===== src/hw/rtl/mss_pkg.sv =====
// Shared types and constants for the multitrack step sequencer.
// Used by mss_mod and multitrack_step_sequencer_unit; depends on nothing.
package mss_pkg;

    localparam int TRACKS_DEF = 10;
    localparam int STEPS_DEF  = 16;

    localparam int TIME_W = 32;
    localparam int DIV_W  = 8;
    localparam int KIND_W = 2;
    localparam int OP_W   = 3;
    localparam int TRK_W  = 4;
    localparam int SIDX_W = 4;

    // stream item widths, padded to whole bytes
    localparam int IN_W  = 56;
    localparam int OUT_W = 40;

    localparam logic [DIV_W-1:0] DIV_RESET = 8'd4;

    typedef enum logic [OP_W-1:0] {
        OP_TICK    = 3'd0,
        OP_START   = 3'd1,
        OP_STOP    = 3'd2,
        OP_RESUME  = 3'd3,
        OP_WRITE   = 3'd4,
        OP_DIVIDER = 3'd5
    } t_op;

    typedef enum logic [KIND_W-1:0] {
        KIND_EMPTY = 2'd0,
        KIND_EVENT = 2'd1,
        KIND_JUMP  = 2'd2
    } t_kind;

    typedef enum logic [3:0] {
        S_CLEAR,
        S_IDLE,
        S_WSTEP,
        S_DIV,
        S_TRK_RD,
        S_TRK_EVAL,
        S_STEP0,
        S_DECIDE,
        S_FLUSH
    } t_state;

endpackage


===== src/hw/rtl/mss_ram.sv =====
// Generic single-write, single-read RAM with registered read data.
// No dependencies.
module mss_ram #(
    parameter int WIDTH = 8,
    parameter int DEPTH = 16
) (
    input  logic                                       i_clk,
    input  logic                                       i_we,
    input  logic [((DEPTH > 1) ? $clog2(DEPTH) : 1)-1:0] i_waddr,
    input  logic [WIDTH-1:0]                           i_wdata,
    input  logic                                       i_re,
    input  logic [((DEPTH > 1) ? $clog2(DEPTH) : 1)-1:0] i_raddr,
    output logic [WIDTH-1:0]                           o_rdata
);

    logic [WIDTH-1:0] r_mem [DEPTH];
    logic [WIDTH-1:0] r_rdata;

    always_ff @(posedge i_clk) begin
        if (i_we) begin
            r_mem[i_waddr] <= i_wdata;
        end
        // hold read data when no read is issued
        if (i_re) begin
            r_rdata <= r_mem[i_raddr];
        end
    end

    assign o_rdata = r_rdata;

endmodule


===== src/hw/rtl/mss_mod.sv =====
// Iterative remainder unit: tick count modulo an 8-bit divider, one bit a cycle.
// Depends on mss_pkg.
module mss_mod (
    input  logic                       i_clk,
    input  logic                       i_rst_n,
    input  logic                       i_start,
    input  logic [mss_pkg::TIME_W-1:0] i_dividend,
    input  logic [mss_pkg::DIV_W-1:0]  i_divisor,
    output logic                       o_done,
    output logic [mss_pkg::DIV_W-1:0]  o_rem
);
    import mss_pkg::*;

    localparam int CNT_W = $clog2(TIME_W);

    logic              r_busy;
    logic              r_done;
    logic [CNT_W-1:0]  r_cnt;
    logic [TIME_W-1:0] r_dvd;
    logic [DIV_W-1:0]  r_div;
    logic [DIV_W-1:0]  r_rem;
    logic [DIV_W-1:0]  n_rem;
    logic [DIV_W:0]    trial;
    logic [DIV_W:0]    diff;

    always_comb begin
        trial = {r_rem, r_dvd[TIME_W-1]};
        diff  = trial - {1'b0, r_div};
        n_rem = (trial >= {1'b0, r_div}) ? diff[DIV_W-1:0] : trial[DIV_W-1:0];
    end

    always_ff @(posedge i_clk) begin
        if (!i_rst_n) begin
            r_busy <= 1'b0;
            r_done <= 1'b0;
            r_cnt  <= '0;
        end else begin
            r_done <= 1'b0;
            if (i_start) begin
                r_busy <= 1'b1;
                r_cnt  <= '0;
            end else if (r_busy) begin
                r_cnt <= r_cnt + CNT_W'(1);
                if (r_cnt == CNT_W'(TIME_W - 1)) begin
                    r_busy <= 1'b0;
                    r_done <= 1'b1;
                end
            end
        end
    end

    always_ff @(posedge i_clk) begin
        if (i_start) begin
            r_dvd <= i_dividend;
            r_div <= i_divisor;
            r_rem <= '0;
        end else if (r_busy) begin
            r_dvd <= {r_dvd[TIME_W-2:0], 1'b0};
            r_rem <= n_rem;
        end
    end

    assign o_done = r_done;
    assign o_rem  = r_rem;

endmodule


===== src/hw/rtl/multitrack_step_sequencer_unit.sv =====
// Multitrack step sequencer: track state and step table held in two RAMs.
// Tick: after the accept, each track passes TRK_RD and TRK_EVAL, a due track also STEP0
// and DECIDE, and FLUSH closes the tick; DECIDE and FLUSH wait while the output stalls.
// Start/stop/resume pass TRK_RD and TRK_EVAL; step write passes WSTEP; set divider waits
// in DIV for the bit-serial remainder, then passes TRK_RD and TRK_EVAL. After reset a
// clearing pass sweeps both RAMs; no item is taken until it ends.
module multitrack_step_sequencer_unit #(
    parameter int TRACKS = mss_pkg::TRACKS_DEF,
    parameter int STEPS  = mss_pkg::STEPS_DEF
) (
    input  logic                      i_clk,
    input  logic                      i_rst_n,
    input  logic                      s_axis_tvalid,
    output logic                      s_axis_tready,
    // opcode, track, step_index, step_kind, divider_value, tick_time, zero pad
    input  logic [mss_pkg::IN_W-1:0]  s_axis_tdata,
    output logic                      m_axis_tvalid,
    input  logic                      m_axis_tready,
    // event_track, event_step, event_time
    output logic [mss_pkg::OUT_W-1:0] m_axis_tdata,
    // last_event
    output logic                      m_axis_tlast
);
    import mss_pkg::*;

    localparam int TB  = (TRACKS > 1) ? $clog2(TRACKS) : 1;
    localparam int SB  = $clog2(STEPS);
    localparam int SAW = TB + SB;
    localparam int PW  = $clog2(STEPS + 1);
    localparam int TW  = 1 + PW + 2 * DIV_W;

    // input fields
    logic [OP_W-1:0]   in_op;
    logic [TRK_W-1:0]  in_trk;
    logic [SIDX_W-1:0] in_sidx;
    logic [KIND_W-1:0] in_kind;
    logic [DIV_W-1:0]  in_divv;
    logic [TIME_W-1:0] in_time;
    logic              in_accept;
    logic              in_trk_ok;
    logic              in_sidx_ok;

    assign in_op   = s_axis_tdata[2:0];
    assign in_trk  = s_axis_tdata[6:3];
    assign in_sidx = s_axis_tdata[10:7];
    assign in_kind = s_axis_tdata[12:11];
    assign in_divv = s_axis_tdata[20:13];
    assign in_time = s_axis_tdata[52:21];

    assign in_trk_ok  = {1'b0, in_trk} < (TRK_W + 1)'(TRACKS);
    assign in_sidx_ok = 7'(in_sidx) < 7'(STEPS);

    t_state            r_state, n_state;
    logic [SAW-1:0]    r_clr, n_clr;
    logic [TIME_W-1:0] r_tick, n_tick;
    logic [TB-1:0]     r_t, n_t;

    // item payload
    t_op               r_op;
    logic [SIDX_W-1:0] r_sidx;
    logic [KIND_W-1:0] r_kind_in;
    logic [DIV_W-1:0]  r_divv;
    logic [TIME_W-1:0] r_time;

    // current track fields
    logic [PW-1:0]     r_pos, n_pos;
    logic [DIV_W-1:0]  r_div, n_div;
    logic [DIV_W-1:0]  r_phase, n_phase;
    logic [KIND_W-1:0] r_k, n_k;

    // event held back until the next one shows whether it is the last
    logic              r_pend_valid, n_pend_valid;
    logic [TB-1:0]     r_pend_track, n_pend_track;
    logic [PW-1:0]     r_pend_step, n_pend_step;

    logic              r_out_valid, n_out_valid;
    logic [OUT_W-1:0]  r_out_data, n_out_data;
    logic              r_out_last, n_out_last;
    logic              out_free;
    logic              out_push;
    logic              out_push_last;

    // track RAM
    logic              trk_we;
    logic              trk_re;
    logic [TB-1:0]     trk_addr;
    logic [TW-1:0]     trk_wdata;
    logic [TW-1:0]     trk_rdata;
    logic              q_play;
    logic [PW-1:0]     q_pos;
    logic [DIV_W-1:0]  q_div;
    logic [DIV_W-1:0]  q_phase;
    logic [DIV_W-1:0]  q_phase_inc;
    logic [DIV_W-1:0]  q_phase_next;

    // step RAM
    logic              stp_we;
    logic [SAW-1:0]    stp_waddr;
    logic [KIND_W-1:0] stp_wdata;
    logic              stp_re;
    logic [SAW-1:0]    stp_raddr;
    logic [KIND_W-1:0] stp_rdata;

    // remainder unit
    logic              mod_start;
    logic              mod_done;
    logic [DIV_W-1:0]  mod_rem;

    // decision of a due track
    logic [PW-1:0]     dec_pos;
    logic              dec_emit;

    assign q_play      = trk_rdata[TW-1];
    assign q_pos       = trk_rdata[TW-2 -: PW];
    assign q_div       = trk_rdata[2*DIV_W-1 -: DIV_W];
    assign q_phase     = trk_rdata[DIV_W-1:0];
    assign q_phase_inc = q_phase + DIV_W'(1);
    // phase tracks tick_count mod divider; the count wraps to zero after all ones
    assign q_phase_next = ((r_tick == '1) || (q_phase_inc == q_div)) ? '0 : q_phase_inc;

    assign dec_pos  = (r_k == KIND_JUMP) ? '0 : r_pos;
    assign dec_emit = (r_k != KIND_JUMP) || (stp_rdata != KIND_EMPTY);

    assign out_free      = !r_out_valid || m_axis_tready;
    assign s_axis_tready = (r_state == S_IDLE);
    assign in_accept     = s_axis_tvalid && s_axis_tready;

    mss_ram #(
        .WIDTH (TW),
        .DEPTH (1 << TB)
    ) u_trk_ram (
        .i_clk   (i_clk),
        .i_we    (trk_we),
        .i_waddr (trk_addr),
        .i_wdata (trk_wdata),
        .i_re    (trk_re),
        .i_raddr (trk_addr),
        .o_rdata (trk_rdata)
    );

    mss_ram #(
        .WIDTH (KIND_W),
        .DEPTH (1 << SAW)
    ) u_stp_ram (
        .i_clk   (i_clk),
        .i_we    (stp_we),
        .i_waddr (stp_waddr),
        .i_wdata (stp_wdata),
        .i_re    (stp_re),
        .i_raddr (stp_raddr),
        .o_rdata (stp_rdata)
    );

    mss_mod u_mod (
        .i_clk      (i_clk),
        .i_rst_n    (i_rst_n),
        .i_start    (mod_start),
        .i_dividend (r_tick),
        .i_divisor  (in_divv),
        .o_done     (mod_done),
        .o_rem      (mod_rem)
    );

    always_comb begin
        n_state      = r_state;
        n_clr        = r_clr;
        n_tick       = r_tick;
        n_t          = r_t;
        n_pos        = r_pos;
        n_div        = r_div;
        n_phase      = r_phase;
        n_k          = r_k;
        n_pend_valid = r_pend_valid;
        n_pend_track = r_pend_track;
        n_pend_step  = r_pend_step;
        out_push      = 1'b0;
        out_push_last = 1'b0;
        mod_start    = 1'b0;
        trk_we       = 1'b0;
        trk_re       = 1'b0;
        trk_addr     = r_t;
        trk_wdata    = {q_play, q_pos, q_div, q_phase};
        stp_we       = 1'b0;
        stp_waddr    = {r_t, SB'(r_sidx)};
        stp_wdata    = r_kind_in;
        stp_re       = 1'b0;
        stp_raddr    = {r_t, SB'(q_pos)};

        case (r_state)
            S_CLEAR: begin
                trk_we    = 1'b1;
                trk_addr  = r_clr[SAW-1 -: TB];
                trk_wdata = {1'b0, PW'(0), DIV_RESET, DIV_W'(0)};
                stp_we    = 1'b1;
                stp_waddr = r_clr;
                stp_wdata = KIND_EMPTY;
                n_clr     = r_clr + SAW'(1);
                if (r_clr == '1) begin
                    n_state = S_IDLE;
                end
            end
            S_IDLE: begin
                if (in_accept) begin
                    n_t = TB'(in_trk);
                    case (t_op'(in_op))
                        OP_TICK: begin
                            n_t     = '0;
                            n_state = S_TRK_RD;
                        end
                        OP_START, OP_STOP, OP_RESUME: begin
                            if (in_trk_ok) begin
                                n_state = S_TRK_RD;
                            end
                        end
                        OP_WRITE: begin
                            if (in_trk_ok && in_sidx_ok) begin
                                n_state = S_WSTEP;
                            end
                        end
                        OP_DIVIDER: begin
                            if (in_trk_ok && (in_divv != '0)) begin
                                mod_start = 1'b1;
                                n_state   = S_DIV;
                            end
                        end
                        default: begin
                        end
                    endcase
                end
            end
            S_WSTEP: begin
                stp_we  = 1'b1;
                n_state = S_IDLE;
            end
            S_DIV: begin
                if (mod_done) begin
                    n_state = S_TRK_RD;
                end
            end
            S_TRK_RD: begin
                trk_re  = 1'b1;
                n_state = S_TRK_EVAL;
            end
            S_TRK_EVAL: begin
                n_pos   = q_pos;
                n_div   = q_div;
                n_phase = q_phase_next;
                n_state = S_IDLE;
                case (r_op)
                    OP_TICK: begin
                        if (q_play && (q_phase == '0)) begin
                            stp_re  = 1'b1;
                            n_state = S_STEP0;
                        end else begin
                            trk_we    = 1'b1;
                            trk_wdata = {q_play, q_pos, q_div, q_phase_next};
                            if (r_t == TB'(TRACKS - 1)) begin
                                n_state = S_FLUSH;
                            end else begin
                                n_t     = r_t + TB'(1);
                                n_state = S_TRK_RD;
                            end
                        end
                    end
                    OP_START: begin
                        trk_we    = 1'b1;
                        trk_wdata = {1'b1, PW'(0), q_div, q_phase};
                    end
                    OP_STOP: begin
                        trk_we    = 1'b1;
                        trk_wdata = {1'b0, q_pos, q_div, q_phase};
                    end
                    OP_RESUME: begin
                        trk_we    = 1'b1;
                        trk_wdata = {1'b1, q_pos, q_div, q_phase};
                    end
                    OP_DIVIDER: begin
                        trk_we    = 1'b1;
                        trk_wdata = {q_play, q_pos, r_divv, mod_rem};
                    end
                    default: begin
                    end
                endcase
            end
            S_STEP0: begin
                // end of table reads as an empty step
                n_k       = (r_pos < PW'(STEPS)) ? stp_rdata : KIND_EMPTY;
                stp_re    = 1'b1;
                stp_raddr = {r_t, SB'(0)};
                n_state   = S_DECIDE;
            end
            S_DECIDE: begin
                // hold while a held event cannot move to the output
                if (!r_pend_valid || out_free) begin
                    trk_we = 1'b1;
                    if (r_k == KIND_EMPTY) begin
                        trk_wdata = {1'b0, r_pos, r_div, r_phase};
                    end else begin
                        trk_wdata = {1'b1, dec_pos + PW'(1), r_div, r_phase};
                        if (dec_emit) begin
                            out_push     = r_pend_valid;
                            n_pend_valid = 1'b1;
                            n_pend_track = r_t;
                            n_pend_step  = dec_pos;
                        end
                    end
                    if (r_t == TB'(TRACKS - 1)) begin
                        n_state = S_FLUSH;
                    end else begin
                        n_t     = r_t + TB'(1);
                        n_state = S_TRK_RD;
                    end
                end
            end
            S_FLUSH: begin
                if (!r_pend_valid) begin
                    n_tick  = r_tick + TIME_W'(1);
                    n_state = S_IDLE;
                end else if (out_free) begin
                    out_push      = 1'b1;
                    out_push_last = 1'b1;
                    n_pend_valid  = 1'b0;
                    n_tick        = r_tick + TIME_W'(1);
                    n_state       = S_IDLE;
                end
            end
            default: begin
                n_state = S_IDLE;
            end
        endcase

        n_out_valid = r_out_valid && !m_axis_tready;
        n_out_data  = r_out_data;
        n_out_last  = r_out_last;
        if (out_push) begin
            n_out_valid = 1'b1;
            n_out_data  = {r_time, 4'(r_pend_step), 4'(r_pend_track)};
            n_out_last  = out_push_last;
        end
    end

    always_ff @(posedge i_clk) begin
        if (!i_rst_n) begin
            r_state      <= S_CLEAR;
            r_clr        <= '0;
            r_tick       <= '0;
            r_t          <= '0;
            r_pend_valid <= 1'b0;
            r_out_valid  <= 1'b0;
        end else begin
            r_state      <= n_state;
            r_clr        <= n_clr;
            r_tick       <= n_tick;
            r_t          <= n_t;
            r_pend_valid <= n_pend_valid;
            r_out_valid  <= n_out_valid;
        end
    end

    always_ff @(posedge i_clk) begin
        if (in_accept) begin
            r_op      <= t_op'(in_op);
            r_sidx    <= in_sidx;
            r_kind_in <= in_kind;
            r_divv    <= in_divv;
            r_time    <= in_time;
        end
        r_pos        <= n_pos;
        r_div        <= n_div;
        r_phase      <= n_phase;
        r_k          <= n_k;
        r_pend_track <= n_pend_track;
        r_pend_step  <= n_pend_step;
        r_out_data   <= n_out_data;
        r_out_last   <= n_out_last;
    end

    assign m_axis_tvalid = r_out_valid;
    assign m_axis_tdata  = r_out_data;
    assign m_axis_tlast  = r_out_last;

endmodule


===== config.mk =====
export PLATFORM = sky130hd
export DESIGN_NAME = multitrack_step_sequencer_unit
export DESIGN_NICKNAME = d
export VERILOG_FILES = /design/src/hw/rtl/mss_pkg.sv /design/src/hw/rtl/mss_ram.sv /design/src/hw/rtl/mss_mod.sv /design/src/hw/rtl/multitrack_step_sequencer_unit.sv
export SDC_FILE = /design/constraint.sdc
export NUM_CORES = 1
export LEC_CHECK = 0
export ABC_AREA = 0
export BUFFER_PORTS_ARGS = -buffer_cell sky130_fd_sc_hd__buf_2
export CAP_MARGIN = 0
export CORE_MARGIN = 2
export CORE_UTILIZATION = 62
export DETAILED_ROUTE_END_ITERATION = 16
export PLACE_DENSITY_LB_ADDON = 0.3
export SYNTH_ARGS = -nofsm -noshare
export SYNTH_HDL_FRONTEND = slang
export SYNTH_SLANG_ARGS = --single-unit

===== constraint.sdc =====
create_clock -name i_clk -period 6.4 [get_ports i_clk]
set_input_delay 0.96 -clock i_clk [delete_from_list [all_inputs] [get_ports i_clk]]
set_output_delay 0.96 -clock i_clk [all_outputs]
set_load 0.02 [all_outputs]

### Word level (Yosys, flattened, before mapping)

Memory sizes are Yosys's and may differ from the RTL's. A register that Yosys moved wholly into a read port is not among the register bits.
Index checks and enable logic that the tools add are counted.

| word-level totals | value |
|---|---|
| register bits | 226 |
| bits in latches | 0 |
| memory bits (writable) | 864 |
| ROM bits | 0 |
| input bits | 60 |
| memories kept | 2 |

Memories:

| memory | words | bits a word | rd ports | clocked after memory_dff | write ports | line | RTL |
|---|---|---|---|---|---|---|---|
| u_stp_ram.r_mem | 256 | 2 | 1 | 1 | 1 | mss_ram.sv:16 | `logic [WIDTH-1:0] r_mem [DEPTH];` |
| u_trk_ram.r_mem | 16 | 22 | 1 | 1 | 1 | mss_ram.sv:16 |  |

| operators by class | value |
|---|---|
| $add $sub $neg | 7 |
| multiply operators | 0 |
| divide/modulo/power cells | 0 |
| order comparisons | 3 |
| equality and inequality tests | 38 |
| shift-type cells | 0 |
| mux-type cells | 71 |
| bitwise logic cells | 3 |
| reductions and logical operators | 31 |

Operators with widths:

| cell | number |
|---|---|
| $mux W32 | 4 |
| $pmux W22 S5 | 1 |
| $mux W4 | 20 |
| $pmux W22 S3 | 1 |
| $mux W22 | 2 |
| $add A32 B1 Y32 const B | 1 |
| $eq A32 B32 Y1 const B | 1 |
| $mux W8 | 4 |
| $pmux W4 S8 | 1 |
| $mux W1 | 29 |
| $add A8 B1 Y8 const B | 2 |
| $eq A4 B3 Y1 const B | 4 |
| $pmux W4 S4 | 1 |
| $ne A2 B2 Y1 const B | 7 |
| $eq A3 B2 Y1 const B | 4 |
| $ne A3 B3 Y1 const B | 4 |
| $pmux W4 S3 | 1 |
| $add A5 B1 Y5 const B | 2 |
| $eq A3 B3 Y1 const B | 3 |
| $ge A9 B8 Y1 | 1 |
| $reduce_and A9 Y1 | 1 |
| $eq A4 B2 Y1 const B | 2 |
| $eq A4 B4 Y1 const B | 2 |
| $eq A8 B8 Y1 | 1 |
| 32 further kinds | 54 |

### Logic depth before layout (Yosys ltp)

Gate-level depths: netlist (run 1).

| logic depth | value |
|---|---|
| depth after elaboration | 7 |
| depth in mapped cells | 13 |
| mapped depth without buffers | 10 |

### By module

A second synthesis (run 1) with hierarchy kept.

| second synthesis, totals | value |
|---|---|
| cell total of the unflattened synthesis | 2743 |
| area, all modules | 46072.9 um^2 |

By module, submodules not included:

| module | instances | cells an instance | area each (um^2) |
|---|---|---|---|
| mss_ram (u_stp_ram) | 1 | 1242 | 21401.8 |
| mss_ram (u_trk_ram) | 1 | 583 | 14042.2 |
| multitrack_step_sequencer_unit | 1 | 702 | 7940.1 |
| mss_mod | 1 | 216 | 2688.8 |

### Least setup slack after synthesis (run 1)

OpenSTA, ideal clock, no wires.

| timing path | value |
|---|---|
| path kind | flip-flop to flip-flop |
| from | register r_state[0] |
| to | memory u_stp_ram.r_mem[0][0] (netlist bit) (data pin) |
| library setup time | 870 ps |
| arrival time | 4343 ps |
| required time | 5530 ps |
| setup slack | 1187 ps |
| cell stages (with the launch flop) | 6 |
| buffers on the path | 3 |
| period minus slack after synthesis | 5213 ps |
| cells stage by stage | dfxtp_1 buf_2 or4_1 buf_2 buf_1 and2_1 |

| on the way | value |
|---|---|
| longest elaborated chain between the ends | 2 |

Ends and longest elaborated chain:

| item | line | RTL |
|---|---|---|
| from (decl) | multitrack_step_sequencer_unit.sv:53 | `t_state r_state, n_state;` |
| from (signal assigned) | multitrack_step_sequencer_unit.sv:351 | `r_state <= n_state;` |
| $logic_not A4 Y1 | multitrack_step_sequencer_unit.sv:189 | `case (r_state)` |
| $mux W2 | multitrack_step_sequencer_unit.sv:189 |  |
| net stp_wdata[0] | multitrack_step_sequencer_unit.sv:99 | `logic [KIND_W-1:0] stp_wdata;` |
| to (decl) | mss_ram.sv:16 |  |

The timed path passes the listed nets, and every way through them passes these cells.

### Worst setup path in the final report (run 1)

| timing path | value |
|---|---|
| from | register r_state[0] |
| to | register u_stp_ram.r_rdata[1] (netlist: u_stp_ram.o_rdata[1]), read port of u_stp_ram.r_mem (data pin) |

| on the way | value |
|---|---|
| longest elaborated chain between the ends | 2 |
| elaborated cells between the ends (all ways) | 4 |

Ends and longest elaborated chain:

| item | line | RTL |
|---|---|---|
| $eq A4 B3 Y1 | multitrack_step_sequencer_unit.sv:189 |  |
| $pmux W1 S2 or $mux W4 (tied branches) | multitrack_step_sequencer_unit.sv:189 |  |
| to (decl) | mss_ram.sv:17 | `logic [WIDTH-1:0] r_rdata;` |

Parallel ways exist; a longest one is shown, timed or not.
A chain may end at the register's enable or synchronous reset.

==> impl_metrics.env, run 1 <==
export IMPL_drive_gt1_share_pct=17.71
export IMPL_critPathKind="reg2reg"
export IMPL_yosys_area_share_simple_pct=8.067
export IMPL_setup_viol=0
export IMPL_rsz0062_at_grt="no"
export IMPL_cts_tree="done"
export IMPL_synthMuxAreaShare_pct=9.872
export IMPL_hpwl_mm=64.37
export IMPL_syn_nets=3068
export IMPL_antenna_found_initial=2
export IMPL_cts_buffer_depth=3
export IMPL_max_cap_viol_count=0
export IMPL_power_leakage_uw=0.01690
export IMPL_synth_xor_area_share_pct=1.058
export IMPL_grt_pass1_vias=27740
export IMPL_synth_top_area_share_pct=68.47
export IMPL_cp_max_fo=47
export IMPL_cts_resized=0
export IMPL_cp_start_kind="flop"
export IMPL_synth_async_reset_ratio_pct=0
export IMPL_netlist_area_sq_um=46010
export IMPL_num_vias=27700
export IMPL_avgSynthCellArea_sq_um=15.39
export IMPL_relSlewSlack_pct=2.912
export IMPL_wl_per_cell_um=27.05
export IMPL_io_pins=103
export IMPL_die_w_um=276.4
export IMPL_fin_skew_ns=0.03679
export IMPL_crit_required_ns=6.74
export IMPL_grt_pass1_wl_mm=167.6
export IMPL_numPortBuffers=99
export IMPL_post_cts_buffers=0
export IMPL_antenna_left=0
export IMPL_cp_startpoint="r_state[0]"
export IMPL_holdBufCountCts=0
export IMPL_yosysTopAreaCell="edfxtp_1"
export IMPL_synth_top_family_by_area="multiplexers"
export IMPL_drv_slew=0
export IMPL_drc=0
export IMPL_synth_area_leaders="edfxtp_1 68%, mux4_2 5.8%, nor2_1 3.4%"
export IMPL_clock_latency_ns=0.69
export IMPL_hold_class="reg2reg"
export IMPL_yosysWarnings=0
export IMPL_reg2reg_to="u_stp_ram.o_rdata[1]"
export IMPL_cp_end_kind="flop"
export IMPL_hold_slack_ns=0.4162
export IMPL_rrSetupSlack_ns=1.61
export IMPL_cts_sinks=1114
export IMPL_synth_compound_area_share_pct=7.063
export IMPL_die_h_um=276.4
export IMPL_drtIter0Drc=3986
export IMPL_fin_nets=3160
export IMPL_synth_adder_area_share_pct=0.5059
export IMPL_routed_via_density=6.703
export IMPL_die_area_sq_um=76400
export IMPL_cts_clk_slew_worst_paths_ns=0.07
export IMPL_fin_setup_tns_ns=0
export IMPL_syn_inst=2990
export IMPL_fin_crit_ns=4.790
export IMPL_worstReg2RegStart="r_state[0]"
export IMPL_worstPathArrival_ns=5.13
export IMPL_ys_seq_area_share_pct=71.30
export IMPL_power_density_nw_per_um2=281.7
export IMPL_hold_violations=0
export IMPL_rr_worst_depth=8
export IMPL_max_vdd_ir_drop_mv=0.2566
export IMPL_syn_to_final_growth_pct=11.26
export IMPL_period_share_pct=74.84
export IMPL_tightest_slew_ns=1.447
export IMPL_cts_buffers=106
export IMPL_cts_root_buf="clkbuf_16"
export IMPL_grtUsageTotal_pct=29.05
export IMPL_drt_pass1_iter_count=6
export IMPL_synth_edf_count=1049
export IMPL_final_common_cell="edfxtp_1"
export IMPL_max_freq_mhz=208.8
export IMPL_crit_path_end="u_stp_ram.o_rdata[1]"
export IMPL_most_common_layout_cells="1049 x edfxtp_1, 397 x nor2_1, 154 x nand2_1"
export IMPL_outcome="finished, final reports clean"
export IMPL_overflow=0
export IMPL_wl_mm=111.8
export IMPL_fp_coreArea_sq_um=73210
export IMPL_synth_ff_type="edfxtp_1"
export IMPL_yosysUniqueCellTypes=91
export IMPL_start_util_pct=62.84
export IMPL_ys_ff_latch=1114
export IMPL_gp_congestion=0.8675
export IMPL_grt_max_degree=173
export IMPL_num_rows=99
export IMPL_htreeDepth=3
synthesized netlist by cell type, types with 48 or more instances:
library cell / number
nor2_1: 414
a21oi_1: 113
mux4_2: 118
clkbuf_1: 81
and2_1: 48
mux2i_1: 89
o21ai_0: 58
nand3_1: 49
edfxtp_1: 1049
nand2_1: 154
dfxtp_1: 65
mux2_2: 60
buf_2: 71
stage by stage:
| step | instance area (sq um) | instances | setup WS (ns) | power (uW) | utilization (%) |
|---|---|---|---|---|---|
| floorplan | 46010 | 2990 | 1.187 | 8073 | - |
| global placement | 47570 | 3933 | 2.009 | 8126 | 64.98 |
| detailed placement | 47570 | 3933 | 1.823 | 8131 | 64.98 |
| CTS | 51180 | 4132 | 1.800 | 14460 | 69.92 |
| global route | 51190 | 4133 | 1.613 | 14740 | 69.92 |
| finish | 51190 | 4133 | 1.610 | 14420 | 69.92 |
power by group:
part | switching (uW) | internal, uW | total, uW
clock network | 2750 | 3690 | 6440
logic | 76.8 | 34.9 | 112
registers | 7.84 | 7860 | 7870
worst max-delay path: stages, from the launching register on:
cell and delay, ns:
dfxtp_1 0.54, nand4bb_4 0.49, buf_4 0.55, nand2_1 0.67
a211oi_1 0.45, o22ai_1 0.19, a22o_1 0.26, a2111oi_0 0.92
o32ai_1 0.33
per-layer routing:
metal	global-route usage (%)	wire [um]
met5	0	0
met4	10.59	3991
met3	5.991	12160
met2	47.68	54270
met1	38.89	41370
registers in the layout, summed over array words and instances, names as in the netlist, 5 cells and up:
signal,count
m_axis_tdata,40
r_clr,8
r_div,8
r_divv,8
r_phase,8
r_pos,5
r_tick,32
r_time,32
u_mod.o_rem,8
u_mod.r_cnt,5
u_mod.r_div,8
u_mod.r_dvd,32
u_stp_ram.r_mem,512
u_trk_ram.o_rdata,22
u_trk_ram.r_mem,352
cell type report:
cell class | instances | area, sq um
Timing Repair Buffer | 166 | 1049
Inverter | 37 | 138.9
Clock inverter | 76 | 845.8
Antenna cell | 1 | 2.502
Clock buffer | 123 | 2769
Tap cell | 959 | 1200
Multi-Input combinational cell | 1657 | 12380
Fill cell | 4394 | 22020
Sequential cell | 1114 | 32800
cell families after synthesis:
group,count (synthesis)
fa+ha+maj,18
flops,1114
xor+xnor,54
compound gates,470
simple gates,820
mux,295
buf+inv,219
how the worst min path moves through the flow:
stage                  endpoint            start  slack [ns]  depth (start not counted)
2_1_floorplan   m_axis_tdata[0]  r_pend_track[0]        0.40                          0
3_3_place_gp    m_axis_tdata[8]        r_time[0]        0.40                          0
3_5_place_dp   m_axis_tdata[21]       r_time[13]        0.40                          0
4_1_cts        m_axis_tdata[16]        r_time[8]        0.42                          0
5_1_grt        m_axis_tdata[15]        r_time[7]        0.43                          0
6_report       m_axis_tdata[16]        r_time[8]        0.42                          0
Power figures use the tool's default switching activity.
==> inputs of run 2 (changes only) <==
--- a/config.mk
+++ b/config.mk
@@ -5,11 +5,11 @@
 export SDC_FILE = /design/constraint.sdc
 export NUM_CORES = 1
 export LEC_CHECK = 0
-export ABC_AREA = 0
+export ABC_AREA = 1
 export BUFFER_PORTS_ARGS = -buffer_cell sky130_fd_sc_hd__buf_2
 export CAP_MARGIN = 0
 export CORE_MARGIN = 2
-export CORE_UTILIZATION = 62
+export CORE_UTILIZATION = 63
 export DETAILED_ROUTE_END_ITERATION = 16
 export PLACE_DENSITY_LB_ADDON = 0.3
 export SYNTH_ARGS = -nofsm -noshare
==> constraint.sdc (replaced) <==
create_clock -name i_clk -period 5 [get_ports i_clk]
set_input_delay 0.75 -clock i_clk [delete_from_list [all_inputs] [get_ports i_clk]]
set_output_delay 0.75 -clock i_clk [all_outputs]
set_load 0.02 [all_outputs]
==> run 2 against run 1 <==
Effect of this change:
- the run now ends with max-capacitance violations left
- clock-buffer cell count increased by 9
- wire length up 2.0%
- worst setup slack worse by 0.35 ns
- clock power up 28%
- synthesized cell count grew 39%
- core utilization grew 0.53 points
- sequential power rose by 28%
- critical path depth increased by 5
- global-route usage grew 0.49 points
- non-clock buffer count grew 8
- first-iteration DRC count rose by 3.2%
==> impl_metrics.env, run 2 <==
export IMPL_io_pins=103
export IMPL_clock_latency_ns=0.70
export IMPL_synth_ff_type="edfxtp_1"
export IMPL_fin_crit_ns=3.739
export IMPL_synth_area_leaders="edfxtp_1 67%, nand2_1 5.9%, nand3_1 4.4%"
export IMPL_most_common_layout_cells="1049 x edfxtp_1, 739 x nand2_1, 518 x nor2_1"
export IMPL_final_common_cell="edfxtp_1"
export IMPL_max_freq_mhz=267.4
export IMPL_drtIter0Drc=4113
export IMPL_fillers=4867
export IMPL_cp_max_fo=50
export IMPL_grt_max_degree=144
export IMPL_synth_edf_count=1049
export IMPL_cts_buffers=108
export IMPL_crit_required_ns=5.54
export IMPL_reg2reg_to="u_trk_ram.o_rdata[9]"
export IMPL_die_area_sq_um=76800
export IMPL_fin_area_sq_um=52270
export IMPL_cts_resized=0
export IMPL_largest_register_ff_count=512
export IMPL_worstPathArrival_ns=4.28
export IMPL_start_util_pct=63.34
export IMPL_worstReg2RegStart="r_state[3]"
export IMPL_failed_checks="max-capacitance violations"
export IMPL_yosysUniqueCellTypes=46
export IMPL_setup_viol=0
export IMPL_hpwl_mm=63.86
export IMPL_cts_tree="done"
export IMPL_antenna_found_initial=0
export IMPL_cts_buffer_depth=3
export IMPL_num_vias=32100
export IMPL_critical_path_max_stage_delay_ns=0.59
export IMPL_synth_top_area_share_pct=67.03
export IMPL_drt_pass1_iter_count=7
export IMPL_antenna_left=0
export IMPL_relSlewSlack_pct=1.753
export IMPL_setup_ws_ns=1.261
export IMPL_yosysMostFrequentCell="edfxtp_1"
export IMPL_syn_inst=4154
export IMPL_netlist_area_sq_um=47000
export IMPL_critPathKind="reg2reg"
export IMPL_power_leakage_uw=0.01932
export IMPL_syn_to_final_growth_pct=11.22
export IMPL_routed_via_density=6.077
export IMPL_fp_coreArea_sq_um=74200
export IMPL_cp_depth=13
export IMPL_period_share_pct=74.79
export IMPL_gp_congestion=0.9583
export IMPL_drc=0
export IMPL_avgSynthCellArea_sq_um=11.31
export IMPL_yosys_top_cells_count="1049 x edfxtp_1, 741 x nand2_1, 545 x nor2_1, 409 x nand3_1, 382 x inv_1"
export IMPL_grtUsageTotal_pct=29.54
export IMPL_fin_nets=4299
export IMPL_hold_class="in2reg"
export IMPL_rr_worst_depth=13
export IMPL_crit_path_end="u_trk_ram.o_rdata[9]"
export IMPL_holdBufCountCts=0
export IMPL_cts_clk_slew_worst_paths_ns=0.06
export IMPL_drive_gt1_share_pct=10.48
export IMPL_htreeDepth=3
export IMPL_syn_nets=4232
export IMPL_power_density_nw_per_um2=352.4
export IMPL_fin_setup_tns_ns=0
export IMPL_grt_pass1_wl_mm=174.3
export IMPL_cts_sinks=1114
export IMPL_largest_register="u_stp_ram.r_mem"
export IMPL_ys_seq_area_share_pct=69.80
export IMPL_yosysWarnings=0
export IMPL_critPathTopFamily="buffers and inverters"
export IMPL_grt_pass1_vias=30820
export IMPL_cp_startpoint="r_state[3]"
export IMPL_slowest_stage="buf_4"
export IMPL_max_vdd_ir_drop_mv=0.3280
export IMPL_max_cap_viol_count=1
export IMPL_rsz0062_at_grt="no"
export IMPL_cp_start_kind="flop"
export IMPL_cp_end_kind="flop"
export IMPL_rrSetupSlack_ns=1.26
export IMPL_num_antenna_cells=0
export IMPL_outcome="finished, violations left"
export IMPL_num_rows=100
export IMPL_die_h_um=277.1
export IMPL_drv_slew=0
export IMPL_yosysTopAreaCell="edfxtp_1"
export IMPL_wl_per_cell_um=21.58
export IMPL_cts_root_buf="clkbuf_16"
export IMPL_ys_ff_latch=1114
export IMPL_fin_skew_ns=0.04690
export IMPL_p_total_uw=18420
export IMPL_placed_cell_area_sq_um=48630
export IMPL_tightest_slew_ns=1.467
export IMPL_numPortBuffers=99
export IMPL_hold_violations=0
export IMPL_overflow=0
export IMPL_critical_path_cell_chain="nor2_1 > inv_2 > nor2_8 > inv_2 > o21ai_1 > inv_1 > nor2_4 > buf_4 > buf_4 > a22oi_1 > nand2_1 > nand2_1 > nand4_1"
export IMPL_synth_async_reset_ratio_pct=0
export IMPL_place_ws_ns=1.357
export IMPL_die_w_um=277.1
export IMPL_crit_buf_inv=5
export IMPL_wl_mm=114.0
export IMPL_post_cts_buffers=0
==> run 2: cell types whose count changed in the layout (fill, tap and decap cells not counted), moves of 43 or more <==
cell      before  now
and2_1        44    1
nand2_1      154  739
nand3b_1       5   57
mux2_2        60    0
nand3_1       49  409
o21ai_0       58  147
a22oi_1       45  182
inv_1         31  380
nor2_1       397  518
mux4_2       118    0
a21oi_1      113   62
mux2i_1       89    0
==> run 2: layout make-up <==
cell class / instances / area, sq um / share of cell area (%)
flip-flops and latches: 1114 / 32800 / 62.76
inverters: 398 / 1494 / 2.858
clock inverters: 70 / 827.0 / 1.582
multi-input cells: 2425 / 11950 / 22.86
well taps: 969 / 1212 / 2.320
clock buffers: 132 / 2814 / 5.384
repair buffers: 174 / 1171 / 2.241
==> run 2: through the flow <==
stage                     hold WS, ns  util, %  cells
after detailed placement       0.4045    65.54   5080
final                          0.2442    70.45   5282
after global routing           0.2176    70.45   5282
after CTS                      0.2231    70.45   5282
after floorplan                0.4003        -   4154
after global placement         0.4011    65.54   5080
==> run 2: cell families (layout without fill, tap and decap cells) <==
family                   after synthesis  in the layout  synth area share (%)
AO/OA/AOI/OAI                        468            468                 6.403
adder cells (fa/ha/maj)               18             18                0.4952
buffers and inverters                615            774                 5.122
XOR/XNOR                              24             24                0.4473
flip-flops                          1114           1114                 69.80
AND/OR/NAND/NOR                     1915           1915                 17.74
==> run 2: layer usage <==
| metal | global-route usage, % | share of wire [%] | wire [um] |
|---|---|---|---|
| met5 | 0 | 0 | 0 |
| met4 | 11.97 | 4.0 | 4541 |
| met3 | 5.172 | 11 | 12450 |
| met2 | 47.71 | 47 | 54040 |
| met1 | 40.29 | 38 | 42960 |
==> run 2: worst min-delay path by stage <==
stage | startpoint | to | slack, ns | depth (start not counted)
after global routing | s_axis_tdata[21] | r_time[0] | 0.22 | 1
after CTS | s_axis_tdata[21] | r_time[0] | 0.22 | 1
final | s_axis_tdata[21] | r_time[0] | 0.24 | 1
after floorplan | r_pend_track[0] | m_axis_tdata[0] | 0.40 | 0
after global placement | r_time[17] | m_axis_tdata[25] | 0.40 | 0
after detailed placement | r_time[24] | m_axis_tdata[32] | 0.40 | 0
==> run 2: power by group <==
group | leakage, uW | switching [uW] | internal (uW)
Sequential | 0.00991 | 4.02 | 10100
Combinational | 0.00763 | 98.6 | 36.8
Clock | 0.00177 | 3500 | 4720
